==> src/sv/gps_fix_delta_encoder_macros.svh <==
// assertion macros shared by the gps fix delta encoder rtl
// depends on nothing; included by files that carry concurrent checks
`ifndef GPS_FIX_DELTA_ENCODER_MACROS_SVH
`define GPS_FIX_DELTA_ENCODER_MACROS_SVH

// same-cycle implication, disabled while reset is asserted
`define GFDE_ASSERT_NOW(label, clk, rstn, ante, cons, msg) \
    label: assert property (@(posedge clk) disable iff (!(rstn)) (ante) |-> (cons)) \
        else $error(msg);

// next-cycle implication, disabled while reset is asserted
`define GFDE_ASSERT_NEXT(label, clk, rstn, ante, cons, msg) \
    label: assert property (@(posedge clk) disable iff (!(rstn)) (ante) |=> (cons)) \
        else $error(msg);

`endif

==> src/sv/gfde_pkg.sv <==
// constants and types for the gps fix delta encoder
// depends on nothing
`default_nettype none

package gfde_pkg;

    localparam int LAT_W   = 28;
    localparam int LON_W   = 29;
    localparam int TIME_W  = 31;
    localparam int SPEED_W = 7;
    localparam int MODE_W  = 2;
    localparam int COUNT_W = 8;

    localparam int DLAT_W  = 15;
    localparam int DLON_W  = 15;
    localparam int DTIME_W = 13;
    localparam int TLOW_W  = 4;

    localparam int DELTA_COORD_MAX = 16383;
    localparam int DELTA_TIME_MAX  = 8191;

    localparam logic [SPEED_W-1:0] SPEED_MISSING   = 7'd127;
    localparam logic [COUNT_W-1:0] MAX_COUNT_RESET = 8'd10;

    typedef enum logic {
        KIND_FULL  = 1'b0,
        KIND_DELTA = 1'b1
    } record_kind_t;

endpackage

`default_nettype wire

==> src/sv/gps_fix_delta_encoder.sv <==
// gps fix delta encoder: an input register, one pass of subtract, compare and
// select logic, and a result register. depends on gfde_pkg and the macro header.
// item path: input register, result register; one item per cycle unless m_ready stalls.
// the delta count, and on a full item the base fix, are updated as an item passes
// to the result register, so the following item sees the new base with no bubble.
// reset (synchronous, aresetn low): both stages empty, no base fix, count 0, limit 10.
`default_nettype none
`include "gps_fix_delta_encoder_macros.svh"

module gps_fix_delta_encoder (
    input  wire logic                                  aclk,
    input  wire logic                                  aresetn,

    input  wire logic                                  cfg_we,
    input  wire logic [gfde_pkg::COUNT_W-1:0]          cfg_wdata,

    input  wire logic                                  s_valid,
    output logic                                       s_ready,
    input  wire logic signed [gfde_pkg::LAT_W-1:0]     s_latitude_udeg,
    input  wire logic signed [gfde_pkg::LON_W-1:0]     s_longitude_udeg,
    input  wire logic [gfde_pkg::TIME_W-1:0]           s_fix_time,
    input  wire logic [gfde_pkg::SPEED_W-1:0]          s_speed_value,
    input  wire logic                                  s_speed_valid,
    input  wire logic                                  s_provider_id,
    input  wire logic [gfde_pkg::MODE_W-1:0]           s_fix_mode,
    input  wire logic                                  s_fix_present,

    output logic                                       m_valid,
    input  wire logic                                  m_ready,
    output logic                                       m_record_kind,
    output logic                                       m_full_provider,
    output logic signed [gfde_pkg::LAT_W-1:0]          m_full_latitude,
    output logic signed [gfde_pkg::LON_W-1:0]          m_full_longitude,
    output logic [gfde_pkg::TIME_W-1:0]                m_full_time,
    output logic [gfde_pkg::TLOW_W-1:0]                m_base_time_low,
    output logic signed [gfde_pkg::DLAT_W-1:0]         m_delta_latitude,
    output logic signed [gfde_pkg::DLON_W-1:0]         m_delta_longitude,
    output logic [gfde_pkg::DTIME_W-1:0]               m_delta_time,
    output logic [gfde_pkg::SPEED_W-1:0]               m_speed_code,
    output logic [gfde_pkg::MODE_W-1:0]                m_mode_out
);

    import gfde_pkg::*;

    // configuration
    logic [COUNT_W-1:0]       max_count_reg;

    // input stage
    logic                     in_valid_reg;
    logic signed [LAT_W-1:0]  in_lat_reg;
    logic signed [LON_W-1:0]  in_lon_reg;
    logic [TIME_W-1:0]        in_time_reg;
    logic [SPEED_W-1:0]       in_speed_reg;
    logic                     in_speed_ok_reg;
    logic                     in_prov_reg;
    logic [MODE_W-1:0]        in_mode_reg;
    logic                     in_present_reg;

    // base fix
    logic                     base_valid_reg;
    logic signed [LAT_W-1:0]  base_lat_reg;
    logic signed [LON_W-1:0]  base_lon_reg;
    logic [TIME_W-1:0]        base_time_reg;
    logic [COUNT_W-1:0]       delta_count_reg;

    // result stage
    logic                     out_valid_reg;
    record_kind_t             out_kind_reg;
    logic                     out_prov_reg;
    logic signed [LAT_W-1:0]  out_lat_reg;
    logic signed [LON_W-1:0]  out_lon_reg;
    logic [TIME_W-1:0]        out_time_reg;
    logic [TLOW_W-1:0]        out_tlow_reg;
    logic signed [DLAT_W-1:0] out_dlat_reg;
    logic signed [DLON_W-1:0] out_dlon_reg;
    logic [DTIME_W-1:0]       out_dtime_reg;
    logic [SPEED_W-1:0]       out_speed_reg;
    logic [MODE_W-1:0]        out_mode_reg;

    logic                     out_free;
    logic                     advance;
    logic                     s_take;

    logic signed [LAT_W:0]    lat_diff;
    logic signed [LON_W:0]    lon_diff;
    logic signed [TIME_W:0]   time_diff;
    logic                     lat_ok;
    logic                     lon_ok;
    logic                     time_ok;
    record_kind_t             kind_next;
    logic [COUNT_W-1:0]       delta_count_next;

    assign out_free = !out_valid_reg || m_ready;
    assign advance  = in_valid_reg && out_free;
    assign s_ready  = !in_valid_reg || advance;
    assign s_take   = s_valid && s_ready;

    assign lat_diff  = $signed({in_lat_reg[LAT_W-1], in_lat_reg})
                     - $signed({base_lat_reg[LAT_W-1], base_lat_reg});
    assign lon_diff  = $signed({in_lon_reg[LON_W-1], in_lon_reg})
                     - $signed({base_lon_reg[LON_W-1], base_lon_reg});
    assign time_diff = $signed({1'b0, in_time_reg}) - $signed({1'b0, base_time_reg});

    assign lat_ok  = (lat_diff >= -DELTA_COORD_MAX) && (lat_diff <= DELTA_COORD_MAX);
    assign lon_ok  = (lon_diff >= -DELTA_COORD_MAX) && (lon_diff <= DELTA_COORD_MAX);
    assign time_ok = !time_diff[TIME_W] && (time_diff <= DELTA_TIME_MAX);

    always_comb begin
        if (base_valid_reg && (delta_count_reg < max_count_reg) && lat_ok && lon_ok
                && time_ok) begin
            kind_next        = KIND_DELTA;
            delta_count_next = delta_count_reg + COUNT_W'(1);
        end else begin
            kind_next        = KIND_FULL;
            delta_count_next = '0;
        end
    end

    always_ff @(posedge aclk) begin
        if (!aresetn) begin
            max_count_reg <= MAX_COUNT_RESET;
        end else if (cfg_we) begin
            max_count_reg <= cfg_wdata;
        end
    end

    // input stage
    always_ff @(posedge aclk) begin
        if (!aresetn) begin
            in_valid_reg <= 1'b0;
        end else if (s_ready) begin
            in_valid_reg <= s_valid;
        end
    end

    always_ff @(posedge aclk) begin
        if (s_take) begin
            in_lat_reg      <= s_latitude_udeg;
            in_lon_reg      <= s_longitude_udeg;
            in_time_reg     <= s_fix_time;
            in_speed_reg    <= s_speed_value;
            in_speed_ok_reg <= s_speed_valid;
            in_prov_reg     <= s_provider_id;
            in_mode_reg     <= s_fix_mode;
            in_present_reg  <= s_fix_present;
        end
    end

    // base fix and count
    always_ff @(posedge aclk) begin
        if (!aresetn) begin
            base_valid_reg  <= 1'b0;
            delta_count_reg <= '0;
        end else if (advance) begin
            delta_count_reg <= delta_count_next;
            if (kind_next == KIND_FULL) begin
                base_valid_reg <= in_present_reg;
            end
        end
    end

    always_ff @(posedge aclk) begin
        if (advance && (kind_next == KIND_FULL)) begin
            base_lat_reg  <= in_lat_reg;
            base_lon_reg  <= in_lon_reg;
            base_time_reg <= in_time_reg;
        end
    end

    // result stage
    always_ff @(posedge aclk) begin
        if (!aresetn) begin
            out_valid_reg <= 1'b0;
        end else if (out_free) begin
            out_valid_reg <= in_valid_reg;
        end
    end

    always_ff @(posedge aclk) begin
        if (advance) begin
            out_kind_reg  <= kind_next;
            out_speed_reg <= in_speed_ok_reg ? in_speed_reg : SPEED_MISSING;
            out_mode_reg  <= in_mode_reg;
            unique case (kind_next)
                KIND_DELTA: begin
                    out_prov_reg  <= 1'b0;
                    out_lat_reg   <= '0;
                    out_lon_reg   <= '0;
                    out_time_reg  <= '0;
                    out_tlow_reg  <= base_time_reg[TLOW_W-1:0];
                    out_dlat_reg  <= lat_diff[DLAT_W-1:0];
                    out_dlon_reg  <= lon_diff[DLON_W-1:0];
                    out_dtime_reg <= time_diff[DTIME_W-1:0];
                end
                KIND_FULL: begin
                    out_prov_reg  <= in_prov_reg;
                    out_lat_reg   <= in_lat_reg;
                    out_lon_reg   <= in_lon_reg;
                    out_time_reg  <= in_time_reg;
                    out_tlow_reg  <= '0;
                    out_dlat_reg  <= '0;
                    out_dlon_reg  <= '0;
                    out_dtime_reg <= '0;
                end
                default: begin
                    out_prov_reg  <= 1'b0;
                    out_lat_reg   <= '0;
                    out_lon_reg   <= '0;
                    out_time_reg  <= '0;
                    out_tlow_reg  <= '0;
                    out_dlat_reg  <= '0;
                    out_dlon_reg  <= '0;
                    out_dtime_reg <= '0;
                end
            endcase
        end
    end

    assign m_valid           = out_valid_reg;
    assign m_record_kind     = out_kind_reg;
    assign m_full_provider   = out_prov_reg;
    assign m_full_latitude   = out_lat_reg;
    assign m_full_longitude  = out_lon_reg;
    assign m_full_time       = out_time_reg;
    assign m_base_time_low   = out_tlow_reg;
    assign m_delta_latitude  = out_dlat_reg;
    assign m_delta_longitude = out_dlon_reg;
    assign m_delta_time      = out_dtime_reg;
    assign m_speed_code      = out_speed_reg;
    assign m_mode_out        = out_mode_reg;

    // checks
    `GFDE_ASSERT_NOW(a_delta_needs_base, aclk, aresetn,
        advance && (kind_next == KIND_DELTA),
        base_valid_reg && (delta_count_reg < max_count_reg),
        "delta item without a valid base or over the limit")
    `GFDE_ASSERT_NEXT(a_full_clears_count, aclk, aresetn,
        advance && (kind_next == KIND_FULL),
        delta_count_reg == '0,
        "count not cleared after a full item")
    `GFDE_ASSERT_NEXT(a_delta_bumps_count, aclk, aresetn,
        advance && (kind_next == KIND_DELTA),
        delta_count_reg == COUNT_W'($past(delta_count_reg) + COUNT_W'(1)),
        "count not incremented after a delta item")
    `GFDE_ASSERT_NOW(a_delta_full_fields_zero, aclk, aresetn,
        out_valid_reg && (out_kind_reg == KIND_DELTA),
        (out_lat_reg == '0) && (out_lon_reg == '0) && (out_time_reg == '0) && !out_prov_reg,
        "full fields set in a delta item")
    `GFDE_ASSERT_NEXT(a_input_stage_held, aclk, aresetn,
        in_valid_reg && !advance,
        in_valid_reg && $stable(in_lat_reg) && $stable(in_time_reg),
        "input stage overwritten while stalled")

endmodule

`default_nettype wire
==> config.mk <==
export PLATFORM = sky130hd
export DESIGN_NAME = gps_fix_delta_encoder
export DESIGN_NICKNAME = d
export VERILOG_FILES = /design/src/sv/gfde_pkg.sv /design/src/sv/gps_fix_delta_encoder.sv
export VERILOG_INCLUDE_DIRS = /design/src /design/src/sv
export SDC_FILE = /design/constraint.sdc
export NUM_CORES = 1
export LEC_CHECK = 0
export ABC_CLOCK_PERIOD_IN_PS = 17500
export BUFFER_PORTS_ARGS = -buffer_cell sky130_fd_sc_hd__buf_2
export CELL_PAD_IN_SITES_DETAIL_PLACEMENT = 0
export CELL_PAD_IN_SITES_GLOBAL_PLACEMENT = 1
export CORE_MARGIN = 4
export CORE_UTILIZATION = 45
export CTS_BUF_LIST = sky130_fd_sc_hd__clkbuf_4
export CTS_CLUSTER_SIZE = 28
export DETAILED_ROUTE_END_ITERATION = 10
export PLACE_DENSITY_LB_ADDON = 0.3
export SLEW_MARGIN = 20
export SYNTH_ARGS = -nofsm -noshare
export SYNTH_HDL_FRONTEND = slang
export SYNTH_SLANG_ARGS = --single-unit
==> constraint.sdc <==
create_clock -name aclk -period 17.5 [get_ports aclk]
set_input_delay 0.875 -clock aclk [delete_from_list [all_inputs] [get_ports aclk]]
set_output_delay 0.875 -clock aclk [all_outputs]
set_load 0.05 [all_outputs]
**After elaboration in Yosys (flattened, before gate mapping)**

Cells that the tools add are included.

- Bits of input ports: 113
- Output and inout port bits: 148
- Flip-flop bits (word level): 353

- $add $sub $neg: 4
- Multiplexer cells: 10
- Reductions and logical operators: 16
- Magnitude comparators: 6
- Bitwise logic cells: 1

Operators with widths:

| cell | count |
|---|---|
| $pmux W31 S2 | 1 |
| $pmux W15 S2 | 2 |
| $pmux W29 S2 | 1 |
| $pmux W28 S2 | 1 |
| $le A32 B14 Y1 const B | 1 |
| $sub A31 B31 Y32 | 1 |
| $ge A30 B15 Y1 const B | 1 |
| $le A30 B15 Y1 const B | 1 |
| $sub A29 B29 Y30 | 1 |
| $ge A29 B15 Y1 const B | 1 |
| $le A29 B15 Y1 const B | 1 |
| $sub A28 B28 Y29 | 1 |
| $pmux W13 S2 | 1 |
| $logic_and A1 B1 Y1 | 10 |
| $add A8 B1 Y8 const B | 1 |
| $lt A8 B8 Y1 | 1 |
| $mux W8 | 1 |
| $pmux W4 S2 | 1 |
| $logic_not A1 Y1 | 3 |
| $logic_or A1 B1 Y1 | 2 |
| $pmux W1 S2 | 1 |
| $reduce_and A2 Y1 | 1 |
| $mux W1 | 1 |
| $not A1 Y1 | 1 |

**Depth between registers and ports, before layout**

- Depth in word-level cells: 9
- Depth in mapped cells: 18
- Mapped depth without buffers: 16

**Worst setup path after synthesis**

OpenSTA, ideal clock, no wires.

- Path kind: input port to flip-flop
- Start point: in m_ready
- End point: reg base_lat_reg[0], enable pin
- Setup slack: 10.691 ns
- Stages on the path: 4
- Data arrival time: 6.352 ns
- Cells stage by stage: nor2b_1 -> nand2b_1 -> inv_1 -> and2_1

- Word-level cells in the longest chain between the ends: 3

Ends and longest elaborated chain:

| item | line | text |
|---|---|---|
| start: declaration | gps_fix_delta_encoder.sv:29 | `input wire logic m_ready,` |
| $logic_or A1 B1 Y1 | gps_fix_delta_encoder.sv:93 | `assign out_free = !out_valid_reg \|\| m_ready;` |
| $logic_and A1 B1 Y1 | gps_fix_delta_encoder.sv:94 | `assign advance = in_valid_reg && out_free;` |
| named net advance | gps_fix_delta_encoder.sv:81 | `logic advance;` |
| $logic_and A1 B1 Y1 | gps_fix_delta_encoder.sv:163 | `if (advance && (kind_next == KIND_FULL)) begin` |
| end signal: assignment | gps_fix_delta_encoder.sv:164 | `base_lat_reg <= in_lat_reg;` |
| end: declaration | gps_fix_delta_encoder.sv:61 | `logic signed [LAT_W-1:0] base_lat_reg;` |

The timed path passes the listed nets, and every way through them passes these cells.
A chain may end at the register's enable or synchronous reset.

**Worst setup path in the final report**

- Start point: reg in_time_reg[0]
- End point: reg base_lat_reg[18], enable pin

- Word-level cells in the longest chain between the ends: 7
- Elaborated cells on any way between the ends: 8
- Classes of those cells: add/sub (1); order compare (1); mux (1); bitwise (1); reduce/logical (4)

Ends and longest elaborated chain:

| item | line | text |
|---|---|---|
| start: declaration | gps_fix_delta_encoder.sv:52 | `logic [TIME_W-1:0] in_time_reg;` |
| start signal: assignment | gps_fix_delta_encoder.sv:140 | `in_time_reg <= s_fix_time;` |
| $sub A31 B31 Y32 * | gps_fix_delta_encoder.sv:102 | `assign time_diff = $signed({1'b0, in_time_reg}) - $signed({1'b0, base_time_reg});` |
| $le A32 B14 Y1 or $logic_not A1 Y1 (tied branches) | gps_fix_delta_encoder.sv:106 | `assign time_ok = !time_diff[TIME_W] && (time_diff <= DELTA_TIME_MAX);` |
| $logic_and A1 B1 Y1 * | gps_fix_delta_encoder.sv:106 |  |
| $logic_and A1 B1 Y1 * | gps_fix_delta_encoder.sv:110 | `&& time_ok) begin` |
| $mux W1 * | gps_fix_delta_encoder.sv:109 | `if (base_valid_reg && (delta_count_reg < max_count_reg) && lat_ok && lon_ok` |
| $not A1 Y1 (no line) * | -- |  |
| $logic_and A1 B1 Y1 * | gps_fix_delta_encoder.sv:163 |  |

Every way passes the cells marked *; elsewhere a longest branch is shown, timed or not.

==> impl_metrics.prom <==
# TYPE chip_impl_metric gauge
chip_impl_metric{name="p_int",unit="µW"} 1430
chip_impl_metric{name="fin_worst_skew",unit="ns"} 0.0431
chip_impl_metric{name="net-switching-power",unit="µW"} 563
chip_impl_metric{name="htree_levels",unit=""} 3
chip_impl_info{name="outcome",value="finished, final reports clean"} 1
chip_impl_metric{name="yosysWarningCount",unit=""} 0
chip_impl_metric{name="routed-via-count",unit=""} 12400
chip_impl_metric{name="post_route_cells_drive_above_1_share",unit=""} 0.233
chip_impl_metric{name="grt.met1_usage",unit=""} 0.253
chip_impl_metric{name="achievable-frequency",unit="MHz"} 164
chip_impl_metric{name="first_pass_grt_wire_length",unit="µm"} 64500
chip_impl_info{name="layout_common_cells",value="sky130_fd_sc_hd__edfxtp_1 (334), sky130_fd_sc_hd__buf_2 (260), sky130_fd_sc_hd__clkbuf_4 (133)"} 1
chip_impl_metric{name="power.density_cell_area",unit="nW/µm²"} 97.1
chip_impl_metric{name="detailedPlacementHpwl",unit="µm"} 28500
chip_impl_metric{name="boundaryPins",unit=""} 261
chip_impl_metric{name="filler_cell_count",unit=""} 3454
chip_impl_metric{name="via_count_of_the_first_global_routing_pass",unit=""} 12400
chip_impl_metric{name="first_iter_violations",unit=""} 641
chip_impl_metric{name="clk-insertion-delay-late",unit="ns"} 0.80
chip_impl_metric{name="worstMarginPinSlew",unit="ns"} 1.01
chip_impl_metric{name="synth_cell_type_count",unit=""} 78
chip_impl_metric{name="sink_count_of_the_clock_tree",unit=""} 353
chip_impl_metric{name="chipWidth",unit="µm"} 205
chip_impl_metric{name="clk_path_buf_depth",unit=""} 3
chip_impl_metric{name="grt_usage",unit=""} 0.193
chip_impl_metric{name="port-buffer-count",unit=""} 260
chip_impl_info{name="tritoncts_clock_tree",value="built"} 1
chip_impl_metric{name="clkTransAtPathRegs",unit="ns"} 0.08
chip_impl_metric{name="floorplan_die_area",unit="µm²"} 42100
chip_impl_metric{name="tritoncts.num_buffers",unit=""} 94
chip_impl_metric{name="syn2layout_area_growth",unit="%"} 17.1
chip_impl_info{name="grt_setup_unrepaired",value="no"} 1
chip_impl_metric{name="mapped_cells",unit=""} 1463
chip_impl_metric{name="sequential_fraction_of_the_synthesis_area",unit=""} 0.595
chip_impl_metric{name="wl_per_cell",unit="µm"} 17.2
chip_impl_metric{name="setup_total_negative_slack",unit="ns"} 0
chip_impl_info{name="globalRoute.busiestLayer",value="met2"} 1
chip_impl_metric{name="yosys_register_bits",unit=""} 353
chip_impl_metric{name="post_cts.resized_instances",unit=""} 0
chip_impl_info{name="mostFrequentLayoutCell",value="sky130_fd_sc_hd__edfxtp_1"} 1
chip_impl_metric{name="grt_antenna_before_repair",unit=""} 3
chip_impl_metric{name="placer_congestion",unit=""} 0.886
chip_impl_metric{name="finalPower",unit="µW"} 1990
chip_impl_info{name="timing.critical_path.to_type",value="register"} 1
chip_impl_metric{name="drt_antenna_net_count",unit=""} 0
chip_impl_metric{name="post_cts_hold_buffer_count",unit=""} 0
chip_impl_info{name="cp-start-kind",value="register"} 1
chip_impl_metric{name="met3_usage",unit=""} 0.0524
chip_impl_metric{name="post-route-util",unit=""} 0.539
chip_impl_info{name="worstHoldPathType",value="primary input to register"} 1
chip_impl_metric{name="cp.required",unit="ns"} 17.89
chip_impl_metric{name="arrival_worst_endpoint",unit="ns"} 6.50
chip_impl_metric{name="holdWs",unit="ns"} 0.249
chip_impl_metric{name="timing.critical_path.fanout_max",unit=""} 84
chip_impl_metric{name="power.sequential.fraction",unit=""} 0.498
chip_impl_metric{name="postCtsSetupBuffers",unit=""} 0
chip_impl_metric{name="final-max-slew-violation-count",unit=""} 0
chip_impl_metric{name="period_needed",unit="ns"} 6.11
chip_impl_metric{name="drt_drc_violations_left",unit=""} 0
chip_impl_metric{name="synth_area",unit="µm²"} 17500
chip_impl_info{name="timing_worst_setup_path_type",value="register to register"} 1
chip_impl_metric{name="slew_headroom",unit=""} 0.326
chip_impl_metric{name="nets",unit=""} 1996
chip_impl_metric{name="overflow",unit=""} 0
chip_impl_metric{name="groute.layer.met2.usage",unit=""} 0.310
chip_impl_metric{name="number_of_enable_type_register_cells_in_the_synthesized_netlist",unit=""} 334
chip_impl_metric{name="finalHoldViolations",unit=""} 0
chip_impl_info{name="master_cell_of_the_clock_root_buffer",value="sky130_fd_sc_hd__clkbuf_4"} 1
chip_impl_metric{name="setup_viol_count_final",unit=""} 0
chip_impl_metric{name="grt_start_max_net_pins",unit=""} 97
chip_impl_metric{name="comb_power_share",unit=""} 0.156
chip_impl_metric{name="floorplan.core_area",unit="µm²"} 38000
chip_impl_info{name="synthFlopType",value="sky130_fd_sc_hd__edfxtp_1"} 1
chip_impl_metric{name="syn_nets",unit=""} 1675
chip_impl_metric{name="finalCritPeriodShare",unit=""} 0.349
chip_impl_metric{name="drt_first_pass_iters",unit=""} 5
chip_impl_metric{name="leakage_power",unit="µW"} 0.00829
chip_impl_metric{name="vdd_ir_drop_max",unit="V"} 0.0000731
chip_impl_metric{name="seq_area",unit="µm²"} 10400
chip_impl_metric{name="die_h",unit="µm"} 205
chip_impl_metric{name="placement_rows",unit=""} 71
chip_impl_metric{name="max-cap-violations",unit=""} 0
chip_impl_metric{name="detail_route.vias_per_cell",unit=""} 5.23
chip_impl_metric{name="power.share.switching",unit=""} 0.283
chip_impl_metric{name="floorplan.initialDensity",unit=""} 0.460
chip_impl_metric{name="power_frac_clock",unit=""} 0.346
chip_impl_metric{name="area_of_the_multi_input_gates",unit="µm²"} 6450
chip_impl_metric{name="async_flop_share",unit=""} 0
chip_impl_metric{name="routed_wirelength",unit="µm"} 40800
chip_impl_metric{name="average_cell_area_after_synthesis",unit="µm²"} 12.0
==> final cells by class <==
type / count / share of cell area
multi-input cells: 942 / 0.315
repair buffers: 265 / 0.0664
flip-flops and latches: 353 / 0.508
inverters: 128 / 0.0237
clock inverters: 30 / 0.00599
diodes: 5 / 0.000611
clock buffers: 133 / 0.0488
well taps: 511 / 0.0312
==> synth_stat cells (all sizes together) (6+ instances only) <==
| master | count | share of area |
|---|---|---|
| a211oi | 18 | 0.0080 |
| a21boi | 10 | 0.0043 |
| a21o | 27 | 0.012 |
| a21oi | 86 | 0.025 |
| a221oi | 6 | 0.0034 |
| a31oi | 9 | 0.0032 |
| and2 | 106 | 0.038 |
| and3 | 13 | 0.0047 |
| buf | 11 | 0.0035 |
| clkbuf | 29 | 0.0062 |
| dfxtp | 19 | 0.022 |
| edfxtp | 334 | 0.57 |
| ha | 96 | 0.069 |
| inv | 128 | 0.027 |
| mux2i | 14 | 0.0080 |
| nand2 | 82 | 0.018 |
| nand2b | 25 | 0.0089 |
| nand3 | 21 | 0.0060 |
| nand4 | 19 | 0.0068 |
| nor2 | 91 | 0.020 |
| nor2b | 21 | 0.0075 |
| nor3 | 19 | 0.0054 |
| nor4 | 7 | 0.0025 |
| o211ai | 22 | 0.0094 |
| o21a | 14 | 0.0060 |
| o21ai | 67 | 0.019 |
| o21bai | 11 | 0.0047 |
| or2 | 10 | 0.0036 |
| or3 | 15 | 0.0054 |
| xnor2 | 26 | 0.013 |
| xor2 | 23 | 0.012 |
==> kinds of logic (layout without fill, tap and decap cells) <==
| logic type | after synthesis | after routing | synth area share |
|---|---|---|---|
| AO/OA/AOI/OAI | 327 | 327 | 0.125 |
| AND/OR/NAND/NOR | 451 | 451 | 0.137 |
| buffers and inverters | 168 | 556 | 0.0372 |
| other | 0 | 5 | 0 |
| flip-flops | 353 | 353 | 0.595 |
| multiplexers | 16 | 16 | 0.00930 |
| adder cells (fa/ha/maj) | 99 | 99 | 0.0721 |
| XOR/XNOR | 49 | 49 | 0.0245 |
==> power groups by stage <==
stage | registers [µW] | logic [µW] | clock network (µW)
6_report | 990 | 310 | 688
3_3_place_gp | 1010 | 309 | 0
4_1_cts | 991 | 311 | 720
5_1_grt | 994 | 342 | 769
3_5_place_dp | 1010 | 309 | 0
2_1_floorplan | 1060 | 178 | 0
==> worst paths after layout <==
kind / from / to / slack [ns] / depth (start not counted)
min reg2reg: in_mode_reg[1]$_DFFE_PP_ / m_mode_out[1]$_DFFE_PP_ / 0.44 / 0
max reg2reg: in_time_reg[0]$_DFFE_PP_ / base_lat_reg[18]$_DFFE_PP_ / 11.39 / 17
max: in_time_reg[0]$_DFFE_PP_ / base_lat_reg[18]$_DFFE_PP_ / 11.39 / 17
min: s_latitude_udeg[2] / in_lat_reg[2]$_DFFE_PP_ / 0.25 / 1
==> worst max-delay path, cell delays in order (launching register included) <==
cell,delay [ns]
sky130_fd_sc_hd__edfxtp_1,0.38
sky130_fd_sc_hd__inv_1,0.09
sky130_fd_sc_hd__ha_1,0.19
sky130_fd_sc_hd__inv_1,0.06
sky130_fd_sc_hd__fa_1,0.42
sky130_fd_sc_hd__a211oi_1,0.42
sky130_fd_sc_hd__o21bai_1,0.16
sky130_fd_sc_hd__o21ba_2,0.23
sky130_fd_sc_hd__nand2_1,0.13
sky130_fd_sc_hd__a31oi_1,0.12
sky130_fd_sc_hd__or3_1,0.32
sky130_fd_sc_hd__a2111oi_0,0.45
sky130_fd_sc_hd__o2111ai_1,0.19
sky130_fd_sc_hd__a2111oi_0,0.66
sky130_fd_sc_hd__o2111ai_4,0.42
sky130_fd_sc_hd__buf_4,0.50
sky130_fd_sc_hd__and2_4,0.41
sky130_fd_sc_hd__buf_4,0.45
==> per-layer routing <==
layer  vias up  part of all wire
li1       6091                 -
met1      5866              0.45
met2       342              0.46
met3        77             0.060
met4         2             0.025
met5         -           0.00032
==> through the flow <==
stage          cell area, µm²  worst slack (ns)  std cells
4_1_cts                 20400             10.91       2361
6_report                20500             11.39       2367
3_5_place_dp            19300             10.95       2198
2_1_floorplan           17500             10.69       1463
5_1_grt                 20500             10.92       2367
3_3_place_gp            19300             11.04       2198
Power figures use the tool's default switching activity.
